==> config.mk <==
export PLATFORM = sky130hd
export DESIGN_NAME = rc4_stream_cipher_core
export DESIGN_NICKNAME = d
export VERILOG_FILES = /design/src/sv/rc4_pkg.sv /design/src/sv/rc4_ram.sv /design/src/sv/rc4_stream_cipher_core.sv
export SDC_FILE = /design/constraint.sdc
export NUM_CORES = 2
export LEC_CHECK = 0
export BUFFER_PORTS_ARGS = -buffer_cell sky130_fd_sc_hd__buf_2
export CAP_MARGIN = 30
export CORE_MARGIN = 2
export CORE_UTILIZATION = 40
export CTS_BUF_LIST = sky130_fd_sc_hd__clkbuf_4 sky130_fd_sc_hd__clkbuf_8 sky130_fd_sc_hd__clkbuf_16
export DETAILED_ROUTE_END_ITERATION = 7
export PLACE_DENSITY = 0.67
export SLEW_MARGIN = 10
export SYNTH_ARGS = -nofsm -noshare
export SYNTH_HDL_FRONTEND = slang
export SYNTH_SLANG_ARGS = --single-unit
==> constraint.sdc <==
create_clock -name clk -period 5.8 [get_ports clk]
set_input_delay 1.16 -clock clk [delete_from_list [all_inputs] [get_ports clk]]
set_output_delay 1.16 -clock clk [all_outputs]
set_load 0.05 [all_outputs]
==> src/sv/rc4_pkg.sv <==
package rc4_pkg;

    localparam int BYTE_W     = 8;
    localparam int LEN_W      = 9;
    localparam int PERM_DEPTH = 256;

    typedef struct packed {
        logic              mode;
        logic [BYTE_W-1:0] in_byte;
    } in_item_t;

    typedef struct packed {
        logic [BYTE_W-1:0] out_byte;
        logic              keyed;
    } out_item_t;

    localparam logic MODE_KEY  = 1'b0;
    localparam logic MODE_DATA = 1'b1;

    typedef enum logic [9:0] {
        ST_IDLE  = 10'b00_0000_0001,
        ST_FILL  = 10'b00_0000_0010,
        ST_KS_RD = 10'b00_0000_0100,
        ST_KS_J  = 10'b00_0000_1000,
        ST_KS_WN = 10'b00_0001_0000,
        ST_KS_WJ = 10'b00_0010_0000,
        ST_D_J   = 10'b00_0100_0000,
        ST_D_WI  = 10'b00_1000_0000,
        ST_D_WJ  = 10'b01_0000_0000,
        ST_D_OUT = 10'b10_0000_0000
    } state_t;

endpackage

==> src/sv/rc4_ram.sv <==
module rc4_ram #(
    parameter int DEPTH = 256,
    parameter int AW    = 8
) (
    input  logic                      clk,
    input  logic                      we,
    input  logic [AW-1:0]             waddr,
    input  logic [rc4_pkg::BYTE_W-1:0] wdata,
    input  logic                      re,
    input  logic [AW-1:0]             raddr,
    output logic [rc4_pkg::BYTE_W-1:0] rdata
);
    import rc4_pkg::*;

    logic [BYTE_W-1:0] mem [DEPTH];
    logic [BYTE_W-1:0] rdata_reg;

    always_ff @(posedge clk)
    begin
        if (we)
        begin
            mem[waddr] <= wdata;
        end
        if (re)
        begin
            rdata_reg <= mem[raddr];
        end
    end

    assign rdata = rdata_reg;

endmodule

==> src/sv/rc4_stream_cipher_core.sv <==
// RC4 cipher core. Key bytes (mode 0) are taken one per cycle while the output is free and
// stored; the byte that completes a key of key_length bytes (0 acts as 1, values above
// KEY_MAX as KEY_MAX) starts the key schedule, which keeps the input stalled while it loads
// the identity permutation and makes 256 swaps. A data byte (mode 1) once keyed is bound by
// the single-write permutation RAM with its registered read port: read S[i], read S[j], two
// swap writes, keystream read. Before the first key completes a data byte comes back
// unchanged with keyed low. Decryption is the same operation.
module rc4_stream_cipher_core #(
    parameter int KEY_MAX = 256
) (
    input  logic                        clk,
    input  logic                        rst_n,
    input  logic                        in_valid,
    output logic                        in_stall,
    input  rc4_pkg::in_item_t           in_data,
    output logic                        out_valid,
    input  logic                        out_stall,
    output rc4_pkg::out_item_t          out_data,
    input  logic                        cfg_we,
    input  logic [rc4_pkg::LEN_W-1:0]   cfg_data
);
    import rc4_pkg::*;

    localparam int              KIDX_W    = (KEY_MAX > 1) ? $clog2(KEY_MAX) : 1;
    localparam int              PIDX_W    = $clog2(PERM_DEPTH);
    localparam logic [LEN_W-1:0] KEY_MAX_L = LEN_W'(KEY_MAX);

    state_t             st_reg, st_next;
    logic [LEN_W-1:0]   key_length_reg, key_length_next;
    logic [LEN_W-1:0]   key_count_reg, key_count_next;
    logic [LEN_W-1:0]   len_reg, len_next;
    logic [LEN_W-1:0]   k_reg, k_next;
    logic [PIDX_W-1:0]  n_reg, n_next;
    logic [PIDX_W-1:0]  i_reg, i_next;
    logic [PIDX_W-1:0]  j_reg, j_next;
    logic [BYTE_W-1:0]  si_reg, si_next;
    logic [BYTE_W-1:0]  sj_reg, sj_next;
    logic [PIDX_W-1:0]  t_reg, t_next;
    logic [BYTE_W-1:0]  byte_reg, byte_next;
    logic               keyed_reg, keyed_next;
    logic               out_valid_reg, out_valid_next;
    out_item_t          out_data_reg, out_data_next;

    logic               accept;
    logic               out_free;
    logic               out_load;
    logic [LEN_W-1:0]   len_eff;
    logic [LEN_W-1:0]   cnt_inc;
    logic [LEN_W-1:0]   k_inc;
    logic [BYTE_W-1:0]  ks;

    // shared byte adder: i step, j updates and keystream address
    logic [BYTE_W-1:0]  add_a, add_b, add_c, add_sum;

    logic               p_we, p_re;
    logic [PIDX_W-1:0]  p_waddr, p_raddr;
    logic [BYTE_W-1:0]  p_wdata, p_rdata;
    logic               k_we, k_re;
    logic [KIDX_W-1:0]  k_waddr, k_raddr;
    logic [BYTE_W-1:0]  k_wdata, k_rdata;

    rc4_ram #(
        .DEPTH (PERM_DEPTH),
        .AW    (PIDX_W)
    ) u_perm (
        .clk   (clk),
        .we    (p_we),
        .waddr (p_waddr),
        .wdata (p_wdata),
        .re    (p_re),
        .raddr (p_raddr),
        .rdata (p_rdata)
    );

    rc4_ram #(
        .DEPTH (KEY_MAX),
        .AW    (KIDX_W)
    ) u_key (
        .clk   (clk),
        .we    (k_we),
        .waddr (k_waddr),
        .wdata (k_wdata),
        .re    (k_re),
        .raddr (k_raddr),
        .rdata (k_rdata)
    );

    assign out_free = !out_valid_reg || !out_stall;
    assign in_stall = (st_reg != ST_IDLE) || !out_free;
    assign accept   = in_valid && !in_stall;

    assign len_eff = (key_length_reg == '0) ? LEN_W'(1) :
                     (key_length_reg > KEY_MAX_L) ? KEY_MAX_L : key_length_reg;
    assign cnt_inc = key_count_reg + LEN_W'(1);
    assign k_inc   = k_reg + LEN_W'(1);
    assign add_sum = add_a + add_b + add_c;

    // the keystream read shares a cycle with the S[j] write, so that entry is forwarded
    assign ks = (t_reg == j_reg) ? si_reg : p_rdata;

    assign key_length_next = cfg_we ? cfg_data : key_length_reg;

    always_comb
    begin
        add_a = i_reg;
        add_b = BYTE_W'(1);
        add_c = '0;
        case (st_reg)
            ST_KS_J:
            begin
                add_a = j_reg;
                add_b = p_rdata;
                add_c = k_rdata;
            end
            ST_D_J:
            begin
                add_a = j_reg;
                add_b = p_rdata;
            end
            ST_D_WJ:
            begin
                add_a = si_reg;
                add_b = sj_reg;
            end
            default:
            begin
                add_c = '0;
            end
        endcase
    end

    always_comb
    begin
        st_next        = st_reg;
        key_count_next = key_count_reg;
        len_next       = len_reg;
        k_next         = k_reg;
        n_next         = n_reg;
        i_next         = i_reg;
        j_next         = j_reg;
        si_next        = si_reg;
        sj_next        = sj_reg;
        t_next         = t_reg;
        byte_next      = byte_reg;
        keyed_next     = keyed_reg;
        out_load       = 1'b0;
        out_data_next  = out_data_reg;

        p_we    = 1'b0;
        p_waddr = n_reg;
        p_wdata = n_reg;
        p_re    = 1'b0;
        p_raddr = add_sum;
        k_we    = 1'b0;
        k_waddr = key_count_reg[KIDX_W-1:0];
        k_wdata = in_data.in_byte;
        k_re    = 1'b0;
        k_raddr = k_reg[KIDX_W-1:0];

        case (st_reg)
            ST_IDLE:
            begin
                if (accept)
                begin
                    if (in_data.mode == MODE_KEY)
                    begin
                        k_we = (key_count_reg < KEY_MAX_L);
                        if (cnt_inc >= len_eff)
                        begin
                            key_count_next = '0;
                            len_next       = len_eff;
                            n_next         = '0;
                            j_next         = '0;
                            st_next        = ST_FILL;
                        end
                        else
                        begin
                            key_count_next = cnt_inc;
                        end
                    end
                    else if (!keyed_reg)
                    begin
                        out_load               = 1'b1;
                        out_data_next.out_byte = in_data.in_byte;
                        out_data_next.keyed    = 1'b0;
                    end
                    else
                    begin
                        p_re      = 1'b1;
                        i_next    = add_sum;
                        byte_next = in_data.in_byte;
                        st_next   = ST_D_J;
                    end
                end
            end
            ST_FILL:
            begin
                p_we   = 1'b1;
                n_next = n_reg + PIDX_W'(1);
                if (n_reg == '1)
                begin
                    k_next  = '0;
                    st_next = ST_KS_RD;
                end
            end
            ST_KS_RD:
            begin
                p_re    = 1'b1;
                p_raddr = n_reg;
                k_re    = 1'b1;
                st_next = ST_KS_J;
            end
            ST_KS_J:
            begin
                j_next  = add_sum;
                si_next = p_rdata;
                p_re    = 1'b1;
                st_next = ST_KS_WN;
            end
            ST_KS_WN:
            begin
                p_we    = 1'b1;
                p_waddr = n_reg;
                p_wdata = p_rdata;
                st_next = ST_KS_WJ;
            end
            ST_KS_WJ:
            begin
                p_we    = 1'b1;
                p_waddr = j_reg;
                p_wdata = si_reg;
                n_next  = n_reg + PIDX_W'(1);
                k_next  = (k_inc == len_reg) ? '0 : k_inc;
                if (n_reg == '1)
                begin
                    keyed_next = 1'b1;
                    i_next     = '0;
                    j_next     = '0;
                    st_next    = ST_IDLE;
                end
                else
                begin
                    st_next = ST_KS_RD;
                end
            end
            ST_D_J:
            begin
                j_next  = add_sum;
                si_next = p_rdata;
                p_re    = 1'b1;
                st_next = ST_D_WI;
            end
            ST_D_WI:
            begin
                p_we    = 1'b1;
                p_waddr = i_reg;
                p_wdata = p_rdata;
                sj_next = p_rdata;
                st_next = ST_D_WJ;
            end
            ST_D_WJ:
            begin
                p_we    = 1'b1;
                p_waddr = j_reg;
                p_wdata = si_reg;
                p_re    = 1'b1;
                t_next  = add_sum;
                st_next = ST_D_OUT;
            end
            ST_D_OUT:
            begin
                if (out_free)
                begin
                    out_load               = 1'b1;
                    out_data_next.out_byte = byte_reg ^ ks;
                    out_data_next.keyed    = 1'b1;
                    st_next                = ST_IDLE;
                end
            end
            default:
            begin
                st_next = ST_IDLE;
            end
        endcase

        if (out_load)
        begin
            out_valid_next = 1'b1;
        end
        else if (out_free)
        begin
            out_valid_next = 1'b0;
        end
        else
        begin
            out_valid_next = out_valid_reg;
        end
    end

    always_ff @(posedge clk or negedge rst_n)
    begin
        if (!rst_n)
        begin
            st_reg         <= ST_IDLE;
            key_length_reg <= LEN_W'(256);
            key_count_reg  <= '0;
            i_reg          <= '0;
            j_reg          <= '0;
            keyed_reg      <= 1'b0;
            out_valid_reg  <= 1'b0;
        end
        else
        begin
            st_reg         <= st_next;
            key_length_reg <= key_length_next;
            key_count_reg  <= key_count_next;
            i_reg          <= i_next;
            j_reg          <= j_next;
            keyed_reg      <= keyed_next;
            out_valid_reg  <= out_valid_next;
        end
    end

    always_ff @(posedge clk)
    begin
        len_reg      <= len_next;
        k_reg        <= k_next;
        n_reg        <= n_next;
        si_reg       <= si_next;
        sj_reg       <= sj_next;
        t_reg        <= t_next;
        byte_reg     <= byte_next;
        out_data_reg <= out_data_next;
    end

    assign out_valid = out_valid_reg;
    assign out_data  = out_data_reg;

    // last swap of the schedule leaves a keyed block with cleared indices
    a_sched_done: assert property (@(posedge clk) disable iff (!rst_n)
        (st_reg == ST_KS_WJ && n_reg == '1) |=>
        (st_reg == ST_IDLE && keyed_reg && i_reg == '0 && j_reg == '0))
        else $error("key schedule did not finish cleanly");

    // key count never reaches the store depth between transfers
    a_key_count: assert property (@(posedge clk) disable iff (!rst_n)
        (st_reg == ST_IDLE) |-> (key_count_reg < KEY_MAX_L))
        else $error("key count out of range");

    // key index stays inside the loaded key
    a_key_index: assert property (@(posedge clk) disable iff (!rst_n)
        (st_reg == ST_KS_RD) |-> (k_reg < len_reg))
        else $error("key index beyond key length");

    // a finished cipher byte is presented as a keyed result
    a_data_out: assert property (@(posedge clk) disable iff (!rst_n)
        (st_reg == ST_D_OUT && out_free) |=>
        (out_valid_reg && out_data_reg.keyed && st_reg == ST_IDLE))
        else $error("cipher byte not delivered");

endmodule
Word level (Yosys, flattened, before mapping)
Memory sizes are Yosys's and may differ from the RTL's. A register that Yosys moved wholly into a read port is not among the register bits.
Index checks and enable logic that the tools add are counted.
{"block": "totals", "out_inout_bits": 11, "elab_cells": 139, "latchBits": 0, "n_memories": 2, "ram_bits": 4096, "regBits": 113, "mem_bits_ro": 0}
{"block": "classes", "reduce_logical": 30, "add_sub_neg": 5, "n_mux": 56, "order_cmp": 3, "n_eq_ne": 25, "mul": 0, "n_shift": 0, "bitwise": 2, "div": 0}
{"memory": "u_key.mem", "words": 256, "word_bits": 8, "read_ports": 1, "rd_ports_with_merged_regs": 1, "wr": 1, "line_no": "rc4_ram.sv:15", "source": "logic [BYTE_W-1:0] mem [DEPTH];"}
{"memory": "u_perm.mem", "words": 256, "word_bits": 8, "read_ports": 1, "rd_ports_with_merged_regs": 1, "wr": 1, "line_no": "rc4_ram.sv:15"}
{"operator": "case mux 10 bit (10 select lines)", "count": 1}
{"operator": "case mux 8 bit (2 select lines)", "count": 6}
{"operator": "two-way mux 9 bit", "count": 9}
{"operator": "two-way mux 8 bit", "count": 10}
{"operator": "two-way mux 10 bit", "count": 6}
{"operator": "case mux 9 bit (2 select lines)", "count": 2}
{"operator": "case mux 8 bit (3 select lines)", "count": 1}
{"operator": "AND reduction 5 bit", "count": 4}
{"operator": "adder 9 x 1 -> 9 bit, second input constant", "count": 2}
{"operator": "two-way mux 1 bit", "count": 18}
{"operator": "inequality test 2 bit, second input constant", "count": 9}
{"operator": "adder 8 bit", "count": 2}
{"operator": "AND reduction 4 bit", "count": 3}
{"operator": "equality test 10 x 1 -> 1 bit, second input constant", "count": 1}
{"operator": "equality test 10 bit, second input constant", "count": 1}
{"operator": "equality test 10 x 2 -> 1 bit, second input constant", "count": 1}
{"operator": "equality test 10 x 3 -> 1 bit, second input constant", "count": 1}
{"operator": "equality test 10 x 4 -> 1 bit, second input constant", "count": 1}
{"operator": "equality test 10 x 5 -> 1 bit, second input constant", "count": 1}
{"operator": "equality test 10 x 6 -> 1 bit, second input constant", "count": 1}
{"operator": "equality test 10 x 7 -> 1 bit, second input constant", "count": 1}
{"operator": "equality test 10 x 8 -> 1 bit, second input constant", "count": 1}
{"operator": "equality test 10 x 9 -> 1 bit, second input constant", "count": 1}
{"operator": "inequality test 10 x 1 -> 1 bit, second input constant", "count": 1}
{"operator": "23 further kinds", "count": 37}

Longest topological paths before layout
{"block": "logic_depth", "ltp_word": 10, "ltp_mapped": 23}

By module
Synthesis repeated with hierarchy kept, for this count alone.
{"block": "hier_totals", "hier_cells": 8083, "area_unflattened_um2": 165780.2}
{"module": "rc4_ram", "n_inst": 2, "seq_area_each_um2": 61739.2, "area_each_um2": 79636.4, "cells_per_inst": 3733}
{"module": "rc4_stream_cipher_core", "n_inst": 1, "seq_area_each_um2": 3165.5, "area_each_um2": 6507.5, "cells_per_inst": 617}

Worst setup path before layout
Ideal clock, no wire load.
{"block": "synth_timing", "kind": "reg2reg", "from": "register st_reg[5]", "to": "memory u_perm.mem[0][4] (data pin)", "n_path_buf": 3, "stages_incl_launch_ff": 10, "slack_ns": 0.234, "required_time_ns": 4.977, "t_arrival_ns": 4.744, "cell_sequence": "dfrtp_1 -> clkbuf_1 -> nor3_1 -> and4_1 -> clkbuf_2 -> or2_1 -> buf_4 -> nor2_2 -> nand2_1 -> nand2_1"}
{"block": "synth_between", "elab_chain_cells": 3}
{"item": "from (decl)", "line_no": "rc4_stream_cipher_core.sv:28", "source": "state_t st_reg, st_next;"}
{"item": "from (signal assigned)", "line_no": "rc4_stream_cipher_core.sv:314", "source": "st_reg <= st_next;"}
{"item": "equality test 10 x 6 -> 1 bit, or another cell as far along", "line_no": "rc4_stream_cipher_core.sv:160", "source": "case (st_reg)"}
{"item": "OR reduction 2 bit (no source line)"}
{"item": "case mux 8 bit (2 select lines) *", "line_no": "rc4_stream_cipher_core.sv:160"}
{"item": "via p_wdata[4]", "line_no": "rc4_stream_cipher_core.sv:57", "source": "logic [BYTE_W-1:0] p_wdata, p_rdata;"}
{"item": "to (decl)", "line_no": "rc4_ram.sv:15"}
Mark *: on every way through the listed nets, which the timed path passes. The rest lies on a longest branch.

Worst setup path in the final report
{"block": "layout_timing", "from": "register st_reg[9]", "to": "register u_perm.rdata_reg[0] (netlist: u_perm.rdata[0]), read port of u_perm.mem (data pin)"}
{"block": "layout_between", "elab_chain_cells": 6}
{"item": "equality test 10 x 7 -> 1 bit / equality test 10 x 4 -> 1 bit (equally long branches)", "line_no": "rc4_stream_cipher_core.sv:108", "source": "case (st_reg)"}
{"item": "OR reduction 2 bit (no source line)"}
{"item": "case mux 8 bit (2 select lines)", "line_no": "rc4_stream_cipher_core.sv:108"}
{"item": "adder 8 bit", "line_no": "rc4_stream_cipher_core.sv:96", "source": "assign add_sum = add_a + add_b + add_c;"}
{"item": "adder 8 bit *", "line_no": "rc4_stream_cipher_core.sv:96"}
{"item": "via add_sum[3]", "line_no": "rc4_stream_cipher_core.sv:53", "source": "logic [BYTE_W-1:0] add_a, add_b, add_c, add_sum;"}
{"item": "two-way mux 8 bit *", "line_no": "rc4_stream_cipher_core.sv:160"}
{"item": "to (decl)", "line_no": "rc4_ram.sv:16", "source": "logic [BYTE_W-1:0] rdata_reg;"}
Marked as above.
A chain may end at the register's enable or synchronous reset.

==> flow_summary_export.csv <==
group,metric,value,unit
synthesis,synth-edff-count,4179,
route,wl,442,mm
synthesis,syn-num-nets,10500,
route,drt-vias-per-instance,5.83,
power,power_density,331,nW/um2
timing,setup_viol,0,
setup_path,path_class,"reg2reg",
clocking,ctsRootBufferMaster,"clkbuf_16",
die,dieArea,422000,um2
timing,hold_slack,0.158,ns
clocking,postCtsHoldBufs,0,
synthesis,netlist_area,167000,um2
timing,hold_violations,0,
global_route,grt_pass1_vias,93500,
place,io_buffers,33,
finish,drive_above_1_share,0.150,
setup_path,cpPeakStageDelay,0.59,ns
finish,fillCellCount,34900,
synthesis,synthCells,10400,
timing,slew_headroom,0.262,
setup_path,worstPathMaxFanout,29,
timing,fin_crit_sh,0.969,
route,ant_nets,0,
timing,tightest_slew,1.11,ns
place,gp_congestion,0.902,
synthesis,synthFlopType,"edfxtp_1",
setup_path,crit_chain,"or4_4, nor3_4, and2_1, buf_8, a22o_1, a21oi_1, fa_1, inv_1, fa_1, xor2_1, nand2b_1, o21ai_1, buf_4, nor2_4, buf_12, buf_4, nand4_1, nand4_1, o21ai_4, nand4_1",
finish,area_delta_synth_final,13.5,%
route,drt-pass1-iter-count,6,
place,dpl.cell_count,15800,
clocking,htree_levels,5,
die,rows,237,
run,drv_cap,0,
power,leakage,62.9,nW
timing,slew_violations,0,
die,start_util,0.401,
synthesis,syn-mean-instance-area,16.0,um2
finish,final_cell_mix,"4179 x edfxtp_1, 1760 x nand2_1, 632 x mux2i_1",
clocking,insertion_delay,0.94,ns
status,outcome,"finished clean",
clocking,cts_tree,"yes",
clocking,cts.clk_slew.worst_paths,0.06,ns
synthesis,async_reset_ff_frac,0.0109,
route,wire_per_inst,26.8,um
finish,layout_commonest_cell,"edfxtp_1",
synthesis,yosysTopAreaCell,"edfxtp_1",
setup_path,crit_arrival,6.24,ns
setup_path,cp-start-kind,"flop",
setup_path,worstPathRequired,6.42,ns
finish,finalNonFillerCells,16500,
die,die_w,650,um
synthesis,ys_seq_area_frac,0.759,
setup_path,crit_top_cell,"nand4_1",
timing,period_minus_slack,5.62,ns
clocking,clockBufferDepth,4,
setup_path,cp_slowest_cell,"or4_4",
power,peakVddDrop,0.264,mV
worst_hold_path,hold_class,"in2async",
route,remaining_drc_errors,0,
die,chipHeight,650,um
route,vias,96200,
global_route,grt_antenna_before_repair,11,
synthesis,synth_seq_cells,4225,
die,ioPinCount,34,
global_route,gr-total-overflow,0,
timing,clock_skew,0.0451,ns
global_route,grt_max_degree,156,
synthesis,yosysWarnings,0,
clocking,clock_sinks,4225,
die,core_area,416000,um2
place,place_hpwl,267,mm
synthesis,synthDistinctLibCells,77,
finish,nets,10700,
global_route,grt_util_all_layers,0.202,
clocking,numCtsBuffers,405,
synthesis,synth_area_leaders,"edfxtp_1 75%, mux4_2 4.3%, nand2_1 4.0%",
finish,multi_input_area,37500,um2
timing,max_freq,178,MHz
synthesis,synth_top_area_frac,0.752,
finish,seq_area,127000,um2
route,drt_iter0_markers,13400,
setup_path,endpoint_kind,"flop",
global_route,grt_pass1_wl,641,mm
## metal layers
layer / share of wire / vias up / GRT usage
li1: - / 41000 / -
met4: 0.045 / 8 / 0.0860
met3: 0.089 / 922 / 0.0347
met2: 0.48 / 5276 / 0.326
met5: 0.00012 / - / 0
met1: 0.39 / 49000 / 0.271
## synthesized netlist by cell type, types with 18 or more instances
library cell,number
dfrtp_1,44
a22o_1,26
ha_1,21
a21oi_1,263
buf_1,48
buf_2,252
mux2i_1,634
o22ai_1,121
mux2_2,131
nand3_1,546
o21ai_0,161
nor2_1,574
nand4_1,333
a32oi_1,257
xor2_1,33
edfxtp_1,4179
nand2_1,1773
xnor2_1,18
inv_1,39
o21ai_1,18
o221ai_1,121
mux4_2,315
clkbuf_1,351
## repair_timing
action                                  CTS  global route
endpoints found under the setup margin    7             8
gates resized for setup                   7            32
buffers inserted                          0            10
cloned                                    0             2
pin swaps                                 0             7
## layout make-up
type                    count  area share
inverters                  41    0.000813
well taps                5497      0.0363
multi-input cells        5518       0.198
diodes                      7   0.0000925
clock buffers             502      0.0587
flip-flops and latches   4225       0.669
repair buffers            496      0.0258
clock inverters           230      0.0112
## critical path, delay by kind of cell, from the launching register on
family / cells / cell delay (ns)
compound gates: 4 / 1.08
fa+ha+maj: 2 / 0.90
buf+inv: 5 / 0.92
xor+xnor: 1 / 0.21
flops: 1 / 0.39
simple gates: 8 / 1.82
## through the flow
step	setup TNS [ns]	setup slack [ns]	util	area (um2)	total power [mW]
after CTS	0	0.00276	0.454	189000	62.9
after floorplan	0	0.234	-	167000	35.6
after global routing	-0.0117	-0.00903	0.455	189000	64.2
final	0	0.180	0.455	189000	62.7
after global placement	-1.36	-0.292	0.422	176000	36.8
after detailed placement	-1.44	-0.332	0.422	176000	36.9
## final timing paths
check | startpoint | endpoint | slack [ns] | cells past startpoint
max reg2reg | st_reg[9] | u_perm.rdata[0] | 0.18 | 20
min | rst_n | key_length_reg[3] | 0.16 | 1
min in group clk | cfg_data[0] | key_length_reg[0] | 0.47 | 2
max in group asynchronous | rst_n | j_reg[3] | 5.10 | 2
min reg2reg | key_length_reg[0] | key_length_reg[0] | 0.51 | 1
max | st_reg[9] | u_perm.rdata[0] | 0.18 | 20
## where the power goes
group	leakage, nW	total, mW	switching (mW)	internal [mW]
sequential	38.1	33.9	0.0908	33.8
combinational	18.2	2.36	1.93	0.432
clock	6.55	26.4	11.2	15.3
## logic make-up (layout without fill, tap and decap cells)
kind of cell    Yosys count  after routing  synth area share
flops                  4225           4225             0.759
compound gates         1027           1027            0.0419
fa+ha+maj                29             29           0.00253
xor+xnor                 53             53           0.00296
simple gates           3326           3327            0.0861
other cells               0              7                 0
mux                    1082           1082            0.0896
buf+inv                 700           1269            0.0178
No activity file was read; power rests on OpenSTA's default activity.
